[config.mk]
export PLATFORM = sky130hd
export DESIGN_NAME = fault_persistence_debouncer
export DESIGN_NICKNAME = d
export VERILOG_FILES = /design/src/fpd_pkg.sv /design/src/fpd_ram.sv /design/src/fpd_time_store.sv /design/src/fpd_update.sv /design/src/fault_persistence_debouncer.sv
export SDC_FILE = /design/constraint.sdc
export NUM_CORES = 2
export LEC_CHECK = 0
export ABC_AREA = 1
export BUFFER_PORTS_ARGS = -buffer_cell sky130_fd_sc_hd__buf_2
export CAP_MARGIN = 20
export CORE_MARGIN = 5
export CORE_UTILIZATION = 35
export CTS_CLUSTER_DIAMETER = 120
export DETAILED_ROUTE_END_ITERATION = 8
export PLACE_DENSITY = 0.59
export SYNTH_ARGS = -nofsm -noshare
export SYNTH_HDL_FRONTEND = slang
export SYNTH_SLANG_ARGS = --single-unit
export TNS_END_PERCENT = 10
[constraint.sdc]
create_clock -name clk -period 15.9 [get_ports clk]
set_input_delay 1.59 -clock clk [delete_from_list [all_inputs] [get_ports clk]]
set_output_delay 1.59 -clock clk [all_outputs]
set_load 0.02 [all_outputs]
[src/fpd_pkg.sv]
// Shared types and constants for the fault persistence debouncer.
// No dependencies; imported by every module of the block but fpd_ram.
package fpd_pkg;

	localparam int FPD_CHANNELS = 16;   // default channel count
	localparam int TIME_W       = 32;   // millisecond timestamps and persistence times
	localparam int MASK_W       = 16;   // channels that can be marked critical
	localparam int CHAN_W       = 8;    // channel field on the ports
	localparam int CFG_IDX_W    = 2;

	// configuration register indexes
	localparam logic [CFG_IDX_W-1:0] CFG_DEFAULT_FAIL  = 2'd0;
	localparam logic [CFG_IDX_W-1:0] CFG_DEFAULT_CLEAR = 2'd1;
	localparam logic [CFG_IDX_W-1:0] CFG_CRITICAL_MASK = 2'd2;

	typedef enum logic [1:0] {
		OP_REPORT        = 2'd0,
		OP_SET_FAIL      = 2'd1,
		OP_SET_CLEAR     = 2'd2,
		OP_CLEAR_LATCHED = 2'd3
	} op_t;

	typedef enum logic [1:0] {
		ST_UNKNOWN = 2'd0,
		ST_PASS    = 2'd1,
		ST_FAIL    = 2'd2
	} bit_state_t;

	typedef struct packed {
		op_t               operation;
		logic [CHAN_W-1:0] channel;
		logic              passed;
		logic [TIME_W-1:0] now_ms;
		logic [TIME_W-1:0] persist_ms;
	} fpd_in_t;

	typedef struct packed {
		logic              status;
		logic [CHAN_W-1:0] channel_out;
		bit_state_t        debounced_state;
		bit_state_t        latched_state;
		logic              changed;
	} fpd_out_t;

	// one channel as seen by the update logic
	typedef struct packed {
		bit_state_t        debounced;
		bit_state_t        latched;
		bit_state_t        live;
		logic [TIME_W-1:0] edge_time;
		logic [TIME_W-1:0] fail_t;
		logic [TIME_W-1:0] clear_t;
		logic              critical;
		logic              passed;
		logic [TIME_W-1:0] now_ms;
	} chan_view_t;

	typedef struct packed {
		bit_state_t        debounced;
		bit_state_t        latched;
		bit_state_t        live;
		logic [TIME_W-1:0] edge_time;
		logic              changed;
	} chan_next_t;

	// write side of the per-channel time store
	typedef struct packed {
		logic              edge_we;
		logic              fail_we;
		logic              clear_we;
		logic [TIME_W-1:0] edge_time;
		logic [TIME_W-1:0] persist;
	} store_wr_t;

	// read side of the per-channel time store
	typedef struct packed {
		logic [TIME_W-1:0] edge_time;
		logic [TIME_W-1:0] fail_ovr;
		logic [TIME_W-1:0] clear_ovr;
	} store_rd_t;

endpackage

[src/fpd_ram.sv]
// Generic single-write, single-read RAM with registered read data.
// No dependencies.
module fpd_ram #(
	parameter int WIDTH = 32,
	parameter int DEPTH = 16
) (
	input  logic                                 clk,
	input  logic                                 we,
	input  logic [((DEPTH > 1) ? $clog2(DEPTH) : 1)-1:0] waddr,
	input  logic [WIDTH-1:0]                     wdata,
	input  logic [((DEPTH > 1) ? $clog2(DEPTH) : 1)-1:0] raddr,
	output logic [WIDTH-1:0]                     rdata
);

	logic [WIDTH-1:0] mem [DEPTH];

	always_ff @(posedge clk) begin
		if (we) begin
			mem[waddr] <= wdata;
		end
		rdata <= mem[raddr];
	end

endmodule

[src/fpd_time_store.sv]
// Per-channel edge times and persistence overrides, held in three RAMs.
// Depends on fpd_pkg and fpd_ram. Read-old RAMs get a one-entry bypass.
module fpd_time_store import fpd_pkg::*; #(
	parameter int CHANNELS = FPD_CHANNELS
) (
	input  logic                                       clk,
	input  logic                                       arst_n,
	input  logic [((CHANNELS > 1) ? $clog2(CHANNELS) : 1)-1:0] rd_idx,
	output store_rd_t                                  rd,
	input  logic [((CHANNELS > 1) ? $clog2(CHANNELS) : 1)-1:0] wr_idx,
	input  store_wr_t                                  wr
);

	logic              hit;
	logic              edge_hit_q;
	logic              fail_hit_q;
	logic              clear_hit_q;
	logic [TIME_W-1:0] edge_byp_q;
	logic [TIME_W-1:0] persist_byp_q;
	store_rd_t         ram_rd;

	fpd_ram #(.WIDTH(TIME_W), .DEPTH(CHANNELS)) u_edge_ram (
		.clk   (clk),
		.we    (wr.edge_we),
		.waddr (wr_idx),
		.wdata (wr.edge_time),
		.raddr (rd_idx),
		.rdata (ram_rd.edge_time)
	);

	fpd_ram #(.WIDTH(TIME_W), .DEPTH(CHANNELS)) u_fail_ram (
		.clk   (clk),
		.we    (wr.fail_we),
		.waddr (wr_idx),
		.wdata (wr.persist),
		.raddr (rd_idx),
		.rdata (ram_rd.fail_ovr)
	);

	fpd_ram #(.WIDTH(TIME_W), .DEPTH(CHANNELS)) u_clear_ram (
		.clk   (clk),
		.we    (wr.clear_we),
		.waddr (wr_idx),
		.wdata (wr.persist),
		.raddr (rd_idx),
		.rdata (ram_rd.clear_ovr)
	);

	// a write and a read of the same entry at one edge: pass the new data on
	assign hit = (wr_idx == rd_idx);

	always_ff @(posedge clk or negedge arst_n) begin
		if (!arst_n) begin
			edge_hit_q  <= 1'b0;
			fail_hit_q  <= 1'b0;
			clear_hit_q <= 1'b0;
		end else begin
			edge_hit_q  <= hit & wr.edge_we;
			fail_hit_q  <= hit & wr.fail_we;
			clear_hit_q <= hit & wr.clear_we;
		end
	end

	always_ff @(posedge clk) begin
		edge_byp_q    <= wr.edge_time;
		persist_byp_q <= wr.persist;
	end

	always_comb begin
		rd.edge_time = edge_hit_q  ? edge_byp_q    : ram_rd.edge_time;
		rd.fail_ovr  = fail_hit_q  ? persist_byp_q : ram_rd.fail_ovr;
		rd.clear_ovr = clear_hit_q ? persist_byp_q : ram_rd.clear_ovr;
	end

endmodule

[src/fpd_update.sv]
// Debounce step for one channel: live edge tracking, persistence compare, latch.
// Depends on fpd_pkg. Purely combinational.
module fpd_update import fpd_pkg::*; (
	input  chan_view_t view,
	output chan_next_t nx
);

	bit_state_t        obs;
	bit_state_t        next_st;
	logic              live_chg;
	logic [TIME_W-1:0] edge_t;
	logic [TIME_W-1:0] elapsed;

	always_comb begin
		obs      = view.passed ? ST_PASS : ST_FAIL;
		live_chg = (view.live != obs);
		edge_t   = live_chg ? view.now_ms : view.edge_time;
		elapsed  = view.now_ms - edge_t;  // wraps mod 2^32

		next_st = view.debounced;
		if (obs == ST_PASS) begin
			if (view.debounced == ST_UNKNOWN || elapsed >= view.clear_t) begin
				next_st = ST_PASS;
			end
		end else if (elapsed >= view.fail_t) begin
			next_st = ST_FAIL;
		end

		nx.debounced = next_st;
		nx.live      = obs;
		nx.edge_time = edge_t;
		nx.changed   = (next_st != view.debounced);
		nx.latched   = (nx.changed && next_st == ST_FAIL && view.critical) ?
			ST_FAIL : view.latched;
	end

endmodule

[src/fault_persistence_debouncer.sv]
// Top level of the fault persistence debouncer: command port, config, channel state.
// Depends on fpd_pkg, fpd_time_store (with fpd_ram) and fpd_update.
//
// Usage:
//  - Command channel: request is taken at a rising edge with start high and
//    busy low. busy stays low, so a command can be issued every cycle.
//  - Result channel: each command gives one result, shown on result for one
//    cycle with done high. The command transfer loads the input register (and
//    issues the RAM reads), then the result register is loaded. Throughput is
//    one command per cycle; the channel state read-modify-write is done
//    between those two registers.
//  - Results cannot be held off; the receiver takes each one in its done cycle.
//  - Config port: cfg_wr with cfg_idx selects default fail time, default clear
//    time or critical mask; other indexes are ignored. Write only while idle.
//  - Reset (arst_n low): defaults and mask zero, all channels unknown, no
//    overrides, no result pending. Edge times and overrides live in RAM and are
//    not cleared; they are only read once written.
module fault_persistence_debouncer import fpd_pkg::*; #(
	parameter int CHANNELS = FPD_CHANNELS
) (
	input  logic                 clk,
	input  logic                 arst_n,
	input  logic                 start,
	output logic                 busy,
	input  fpd_in_t              request,
	output logic                 done,
	output fpd_out_t             result,
	input  logic                 cfg_wr,
	input  logic [CFG_IDX_W-1:0] cfg_idx,
	input  logic [TIME_W-1:0]    cfg_wdata
);

	localparam int CH_W = (CHANNELS > 1) ? $clog2(CHANNELS) : 1;

	logic              accept;

	// configuration
	logic [TIME_W-1:0] default_fail_q;
	logic [TIME_W-1:0] default_clear_q;
	logic [MASK_W-1:0] crit_mask_q;
	logic [CHANNELS-1:0] crit;

	// input register
	logic              valid_s1;
	fpd_in_t           item_s1;
	logic              ch_ok_s1;
	logic [CH_W-1:0]   idx_s1;

	// per-channel state held in flops
	bit_state_t        debounced_q [CHANNELS];
	bit_state_t        latched_q   [CHANNELS];
	bit_state_t        live_q      [CHANNELS];
	logic [CHANNELS-1:0] fail_ovr_valid_q;
	logic [CHANNELS-1:0] clear_ovr_valid_q;

	store_rd_t         store_rd;
	store_wr_t         store_wr;
	chan_view_t        view;
	chan_next_t        nx;
	logic              is_report;

	// result register
	logic              done_q;
	fpd_out_t          result_q;
	fpd_out_t          result_d;

	// every cycle can take a command
	assign busy   = 1'b0;
	assign accept = start & ~busy;

	// ---- config registers ----
	always_ff @(posedge clk or negedge arst_n) begin
		if (!arst_n) begin
			default_fail_q  <= '0;
			default_clear_q <= '0;
			crit_mask_q     <= '0;
		end else if (cfg_wr) begin
			case (cfg_idx)
				CFG_DEFAULT_FAIL:  default_fail_q  <= cfg_wdata;
				CFG_DEFAULT_CLEAR: default_clear_q <= cfg_wdata;
				CFG_CRITICAL_MASK: crit_mask_q     <= cfg_wdata[MASK_W-1:0];
				default: ;
			endcase
		end
	end

	// only the first MASK_W channels have a critical bit
	for (genvar i = 0; i < CHANNELS; i++) begin : g_crit
		if (i < MASK_W) begin : g_bit
			assign crit[i] = crit_mask_q[i];
		end else begin : g_none
			assign crit[i] = 1'b0;
		end
	end

	// ---- input register ----
	always_ff @(posedge clk or negedge arst_n) begin
		if (!arst_n) begin
			valid_s1 <= 1'b0;
		end else begin
			valid_s1 <= accept;
		end
	end

	always_ff @(posedge clk) begin
		if (accept) begin
			item_s1 <= request;
		end
	end

	assign ch_ok_s1  = ({1'b0, item_s1.channel} < (CHAN_W + 1)'(CHANNELS));
	assign idx_s1    = item_s1.channel[CH_W-1:0];
	assign is_report = (item_s1.operation == OP_REPORT);

	// ---- edge times and overrides; read issued with the transfer ----
	always_comb begin
		store_wr.edge_we   = valid_s1 & ch_ok_s1 & is_report;
		store_wr.fail_we   = valid_s1 & ch_ok_s1 & (item_s1.operation == OP_SET_FAIL);
		store_wr.clear_we  = valid_s1 & ch_ok_s1 & (item_s1.operation == OP_SET_CLEAR);
		store_wr.edge_time = nx.edge_time;
		store_wr.persist   = item_s1.persist_ms;
	end

	fpd_time_store #(.CHANNELS(CHANNELS)) u_store (
		.clk    (clk),
		.arst_n (arst_n),
		.rd_idx (request.channel[CH_W-1:0]),
		.rd     (store_rd),
		.wr_idx (idx_s1),
		.wr     (store_wr)
	);

	// ---- channel update ----
	always_comb begin
		view.debounced = debounced_q[idx_s1];
		view.latched   = latched_q[idx_s1];
		view.live      = live_q[idx_s1];
		view.edge_time = store_rd.edge_time;
		view.fail_t    = fail_ovr_valid_q[idx_s1]  ? store_rd.fail_ovr  : default_fail_q;
		view.clear_t   = clear_ovr_valid_q[idx_s1] ? store_rd.clear_ovr : default_clear_q;
		view.critical  = crit[idx_s1];
		view.passed    = item_s1.passed;
		view.now_ms    = item_s1.now_ms;
	end

	fpd_update u_update (
		.view (view),
		.nx   (nx)
	);

	always_ff @(posedge clk or negedge arst_n) begin
		if (!arst_n) begin
			for (int i = 0; i < CHANNELS; i++) begin
				debounced_q[i] <= ST_UNKNOWN;
				latched_q[i]   <= ST_UNKNOWN;
				live_q[i]      <= ST_UNKNOWN;
			end
			fail_ovr_valid_q  <= '0;
			clear_ovr_valid_q <= '0;
		end else if (valid_s1) begin
			case (item_s1.operation)
				OP_REPORT: begin
					if (ch_ok_s1) begin
						debounced_q[idx_s1] <= nx.debounced;
						latched_q[idx_s1]   <= nx.latched;
						live_q[idx_s1]      <= nx.live;
					end
				end
				OP_SET_FAIL: begin
					if (ch_ok_s1) begin
						fail_ovr_valid_q[idx_s1] <= 1'b1;
					end
				end
				OP_SET_CLEAR: begin
					if (ch_ok_s1) begin
						clear_ovr_valid_q[idx_s1] <= 1'b1;
					end
				end
				OP_CLEAR_LATCHED: begin
					// every channel, whatever the channel field says
					for (int i = 0; i < CHANNELS; i++) begin
						latched_q[i] <= debounced_q[i];
					end
				end
				default: ;
			endcase
		end
	end

	// ---- result ----
	always_comb begin
		result_d.channel_out     = item_s1.channel;
		result_d.status          = ~ch_ok_s1 & (item_s1.operation != OP_CLEAR_LATCHED);
		result_d.debounced_state = ST_UNKNOWN;
		result_d.latched_state   = ST_UNKNOWN;
		result_d.changed         = 1'b0;
		if (ch_ok_s1) begin
			case (item_s1.operation)
				OP_REPORT: begin
					result_d.debounced_state = nx.debounced;
					result_d.latched_state   = nx.latched;
					result_d.changed         = nx.changed;
				end
				OP_CLEAR_LATCHED: begin
					result_d.debounced_state = debounced_q[idx_s1];
					result_d.latched_state   = debounced_q[idx_s1];
				end
				default: begin
					result_d.debounced_state = debounced_q[idx_s1];
					result_d.latched_state   = latched_q[idx_s1];
				end
			endcase
		end
	end

	always_ff @(posedge clk or negedge arst_n) begin
		if (!arst_n) begin
			done_q <= 1'b0;
		end else begin
			done_q <= valid_s1;
		end
	end

	always_ff @(posedge clk) begin
		if (valid_s1) begin
			result_q <= result_d;
		end
	end

	assign done   = done_q;
	assign result = result_q;

	// ---- checks ----
	// every command in the input register turns into exactly one result
	a_result_follows: assert property (@(posedge clk) disable iff (!arst_n)
		valid_s1 |=> done)
		else $error("command in input register produced no result");

	a_no_stray_result: assert property (@(posedge clk) disable iff (!arst_n)
		done |-> $past(valid_s1))
		else $error("result without a command");

	// an error result reports nothing about channel state
	a_error_clean: assert property (@(posedge clk) disable iff (!arst_n)
		(done && result.status) |->
		(result.debounced_state == ST_UNKNOWN && result.latched_state == ST_UNKNOWN &&
		 !result.changed))
		else $error("error result carries channel state");

	// a debounced change never returns a channel to unknown
	a_change_known: assert property (@(posedge clk) disable iff (!arst_n)
		(done && result.changed) |->
		(result.debounced_state == ST_PASS || result.debounced_state == ST_FAIL))
		else $error("debounced state changed to unknown");

endmodule
==> impl_metrics.env <==
export IMPL_finalMaxSlewViolations=0
export IMPL_die_area_sq_um=244000
export IMPL_fillers=21900
export IMPL_clock_sinks=1998
export IMPL_h_tree_depth=4
export IMPL_die_h_um=494
export IMPL_synth_warning_count=0
export IMPL_synth_edff_count=1625
export IMPL_finalHoldViolations=0
export IMPL_rsz0062_at_grt="no"
export IMPL_setup_viol=0
export IMPL_worst_slack_ps=8040
export IMPL_cts_made_buffers=195
export IMPL_max_stage_delay_ps=840
export IMPL_cts_tree="yes"
export IMPL_hold_buffers=0
export IMPL_final_common_cell="edfxtp_1"
export IMPL_cts_root_buf="clkbuf_16"
export IMPL_crit_path_frequent_cell="nand2_1"
export IMPL_hold_class="flip-flop to flip-flop"
export IMPL_grt_pass1_wl_mm=344
export IMPL_syn_area_per_cell_sq_um=12.5
export IMPL_cts_repair_resized=0
export IMPL_grt_usage=0.190
export IMPL_drtPass1Iterations=6
export IMPL_cts_buffer_depth=3
export IMPL_pin_count=129
export IMPL_antenna_found_initial=15
export IMPL_synthesis_nets=6747
export IMPL_utilization=0.399
export IMPL_die_w_um=494
export IMPL_syn_area_sq_um=82000
export IMPL_grt_overflow=0
export IMPL_core_sq_um=233000
export IMPL_required_ps=16560
export IMPL_drtIter0Drc=5587
export IMPL_drive_gt1_frac=0.102
export IMPL_grt_pass1_vias=49100
export IMPL_dr_total_vias=52100
export IMPL_status="finished clean"
export IMPL_worstPathMaxFanout=39
export IMPL_cp_arrival_ps=8520
export IMPL_yosys_area_top_type_share=0.595
export IMPL_synth_cells=6540
export IMPL_final_cell_mix="1625 x edfxtp_1, 826 x o21ai_0, 667 x nand2_1"
export IMPL_synthTopCellsByArea="edfxtp_1 59%, dfrtp_1 6.5%, o21ai_0 5.1%, mux2i_1 4.7%, dfxtp_1 3.9%"
export IMPL_period_minus_slack_ps=7860
export IMPL_path_clk_slew_ps=60
export IMPL_gp_congestion=0.877
export IMPL_syn2layout_area_growth_pct=13.4
export IMPL_cts_setup_buffers=0
export IMPL_cp_top_family="simple AND/OR/NAND/NOR gates"
export IMPL_vdd_drop_max_mv=0.126
export IMPL_stdcell_area_sq_um=93000
export IMPL_synth_seq_cells=1998
export IMPL_num_rows=177
export IMPL_powerDensity_nw_per_um2=126
export IMPL_dp_slack_ps=8040
export IMPL_yosysSeqAreaShare=0.699
export IMPL_critical_path_endpoint_type="flip-flop"
export IMPL_setup_tns_ps=0
export IMPL_via_per_inst=5.25
export IMPL_cp_start_kind="flip-flop"
export IMPL_grt_max_degree=206
export IMPL_yosys_most_used_dff="edfxtp_1"
export IMPL_place_area_sq_um=86300
export IMPL_io_buffers=127
export IMPL_worst_pin_slew_ps=1200
export IMPL_cap_violations=0
export IMPL_num_nets_final=6809
export IMPL_max_freq_mhz=127
export IMPL_hpwl_mm=132
export IMPL_cp_num_buf_inv=2
export IMPL_ys_types=55
export IMPL_relSlewSlack=0.191
export IMPL_slowest_stage="nor2_1"
export IMPL_drc=0
export IMPL_wl_mm=239
export IMPL_stdcell_count=9909
export IMPL_post_drt_wl_per_cell_um=24.2
export IMPL_worst_skew_pair_late_latency_ps=830
export IMPL_p_leak_nw=33.9
export IMPL_start_util=0.352
export IMPL_clock_skew_final_ps=42.9
export IMPL_fin_crit_sh=0.494
export IMPL_postRouteAntennaNets=0
export IMPL_ys_async_sr_fraction=0.107
export IMPL_worstSetupPathType="flip-flop to flip-flop"
export IMPL_dp_cells=9527
export IMPL_yosys_area_top_type="edfxtp_1"
-- per-layer routing --
metal  global-route usage  wire length (um)  vias up
met4               0.0555              7130        4
met3               0.0307             15100      333
met1                0.271            107000    26200
met2                0.301            110000     1746
met5                    0                27        -
li1                     -                 -    23700
-- cell type report --
cell class / count / area, sq um / share of cell area
Antenna cell: 2 / 5.00 / 0.0000538
Clock buffer: 283 / 5600 / 0.0602
Clock inverter: 87 / 908 / 0.00977
Inverter: 673 / 2540 / 0.0274
Multi-Input combinational cell: 3492 / 21000 / 0.226
Sequential cell: 1998 / 57300 / 0.617
Tap cell: 3132 / 3920 / 0.0421
Timing Repair Buffer: 242 / 1650 / 0.0177
-- registers in the layout (all words and copies together), names as in the netlist, 4 cells and up --
name / cells
default_fail_q: 32
default_clear_q: 32
result: 14
u_store.u_fail_ram.rdata: 32
u_store.u_fail_ram.mem: 512
u_store.persist_byp_q: 32
latched_q: 32
u_store.u_clear_ram.rdata: 32
idx_s1: 4
fail_ovr_valid_q: 16
debounced_q: 32
u_store.edge_byp_q: 32
crit: 16
live_q: 32
item_s1: 71
u_store.u_edge_ram.rdata: 32
u_store.u_edge_ram.mem: 512
clear_ovr_valid_q: 16
u_store.u_clear_ram.mem: 512
-- cell usage after synthesis (3+ instances only) --
cell and number:
a211oi_1 5, a21oi_1 469, a22oi_1 12, a31oi_1 44
buf_1 44, buf_2 36, buf_4 5, buf_6 5
clkbuf_1 287, dfrtp_1 213, dfxtp_1 160, edfxtp_1 1625
ha_1 94, inv_1 667, inv_2 3, mux2_2 26
mux2i_1 386, nand2_1 669, nand2_2 16, nand3_1 216
nand3_2 4, nand4_1 23, nand4_2 4, nor2_1 170
nor2_2 6, nor3_1 10, nor4_1 4, o211ai_1 387
o21a_1 3, o21ai_0 831, o21ai_1 14, o21bai_1 7
o22ai_1 32, or2_2 22, xnor2_1 6, xor2_1 12
-- where the power goes --
group          internal (W)  total, W  leakage [nW]  switching, W
clock               0.00266   0.00468          3.20       0.00202
sequential          0.00585   0.00597          18.8      0.000122
combinational      0.000334   0.00109          11.9      0.000758
-- per-stage QoR --
stage | hold WS [ps] | total power (W)
3_3_place_gp | 432 | 0.00714
3_5_place_dp | 438 | 0.00716
5_1_grt | 467 | 0.0122
6_report | 451 | 0.0117
2_1_floorplan | 427 | 0.00673
4_1_cts | 444 | 0.0118
-- worst paths after layout --
path | start | slack [ps] | cells past startpoint | end
setup reg to reg | idx_s1[3] | 8040 | 30 | result[2]
setup / recovery | idx_s1[3] | 8040 | 30 | result[2]
hold / removal | item_s1[69] | 450 | 0 | result[9]
hold reg to reg | item_s1[69] | 450 | 0 | result[9]
max in group asynchronous | arst_n | 12970 | 3 | default_clear_q[10]
min in group asynchronous | arst_n | 890 | 1 | live_q[30]
-- worst register-to-register path, delay by kind of cell (launching register included) --
kind	cells	cell delay [ps]
and+or+nand+nor	18	3750
AOI/OAI and AO/OA	8	2120
adders and majority gates	2	690
buffers and inverters	2	650
DFF	1	490
-- cells by family after synthesis --
family,Yosys count,synth area share
and+or+nand+nor,1152,0.0597
adders and majority gates,94,0.0143
DFF,1998,0.699
xor gates and xnor gates,18,0.00192
other,1,0.0000457
buffers and inverters,1050,0.0493
AOI/OAI and AO/OA,1815,0.125
muxes,412,0.0507
No activity file was read; power rests on OpenSTA's default activity.
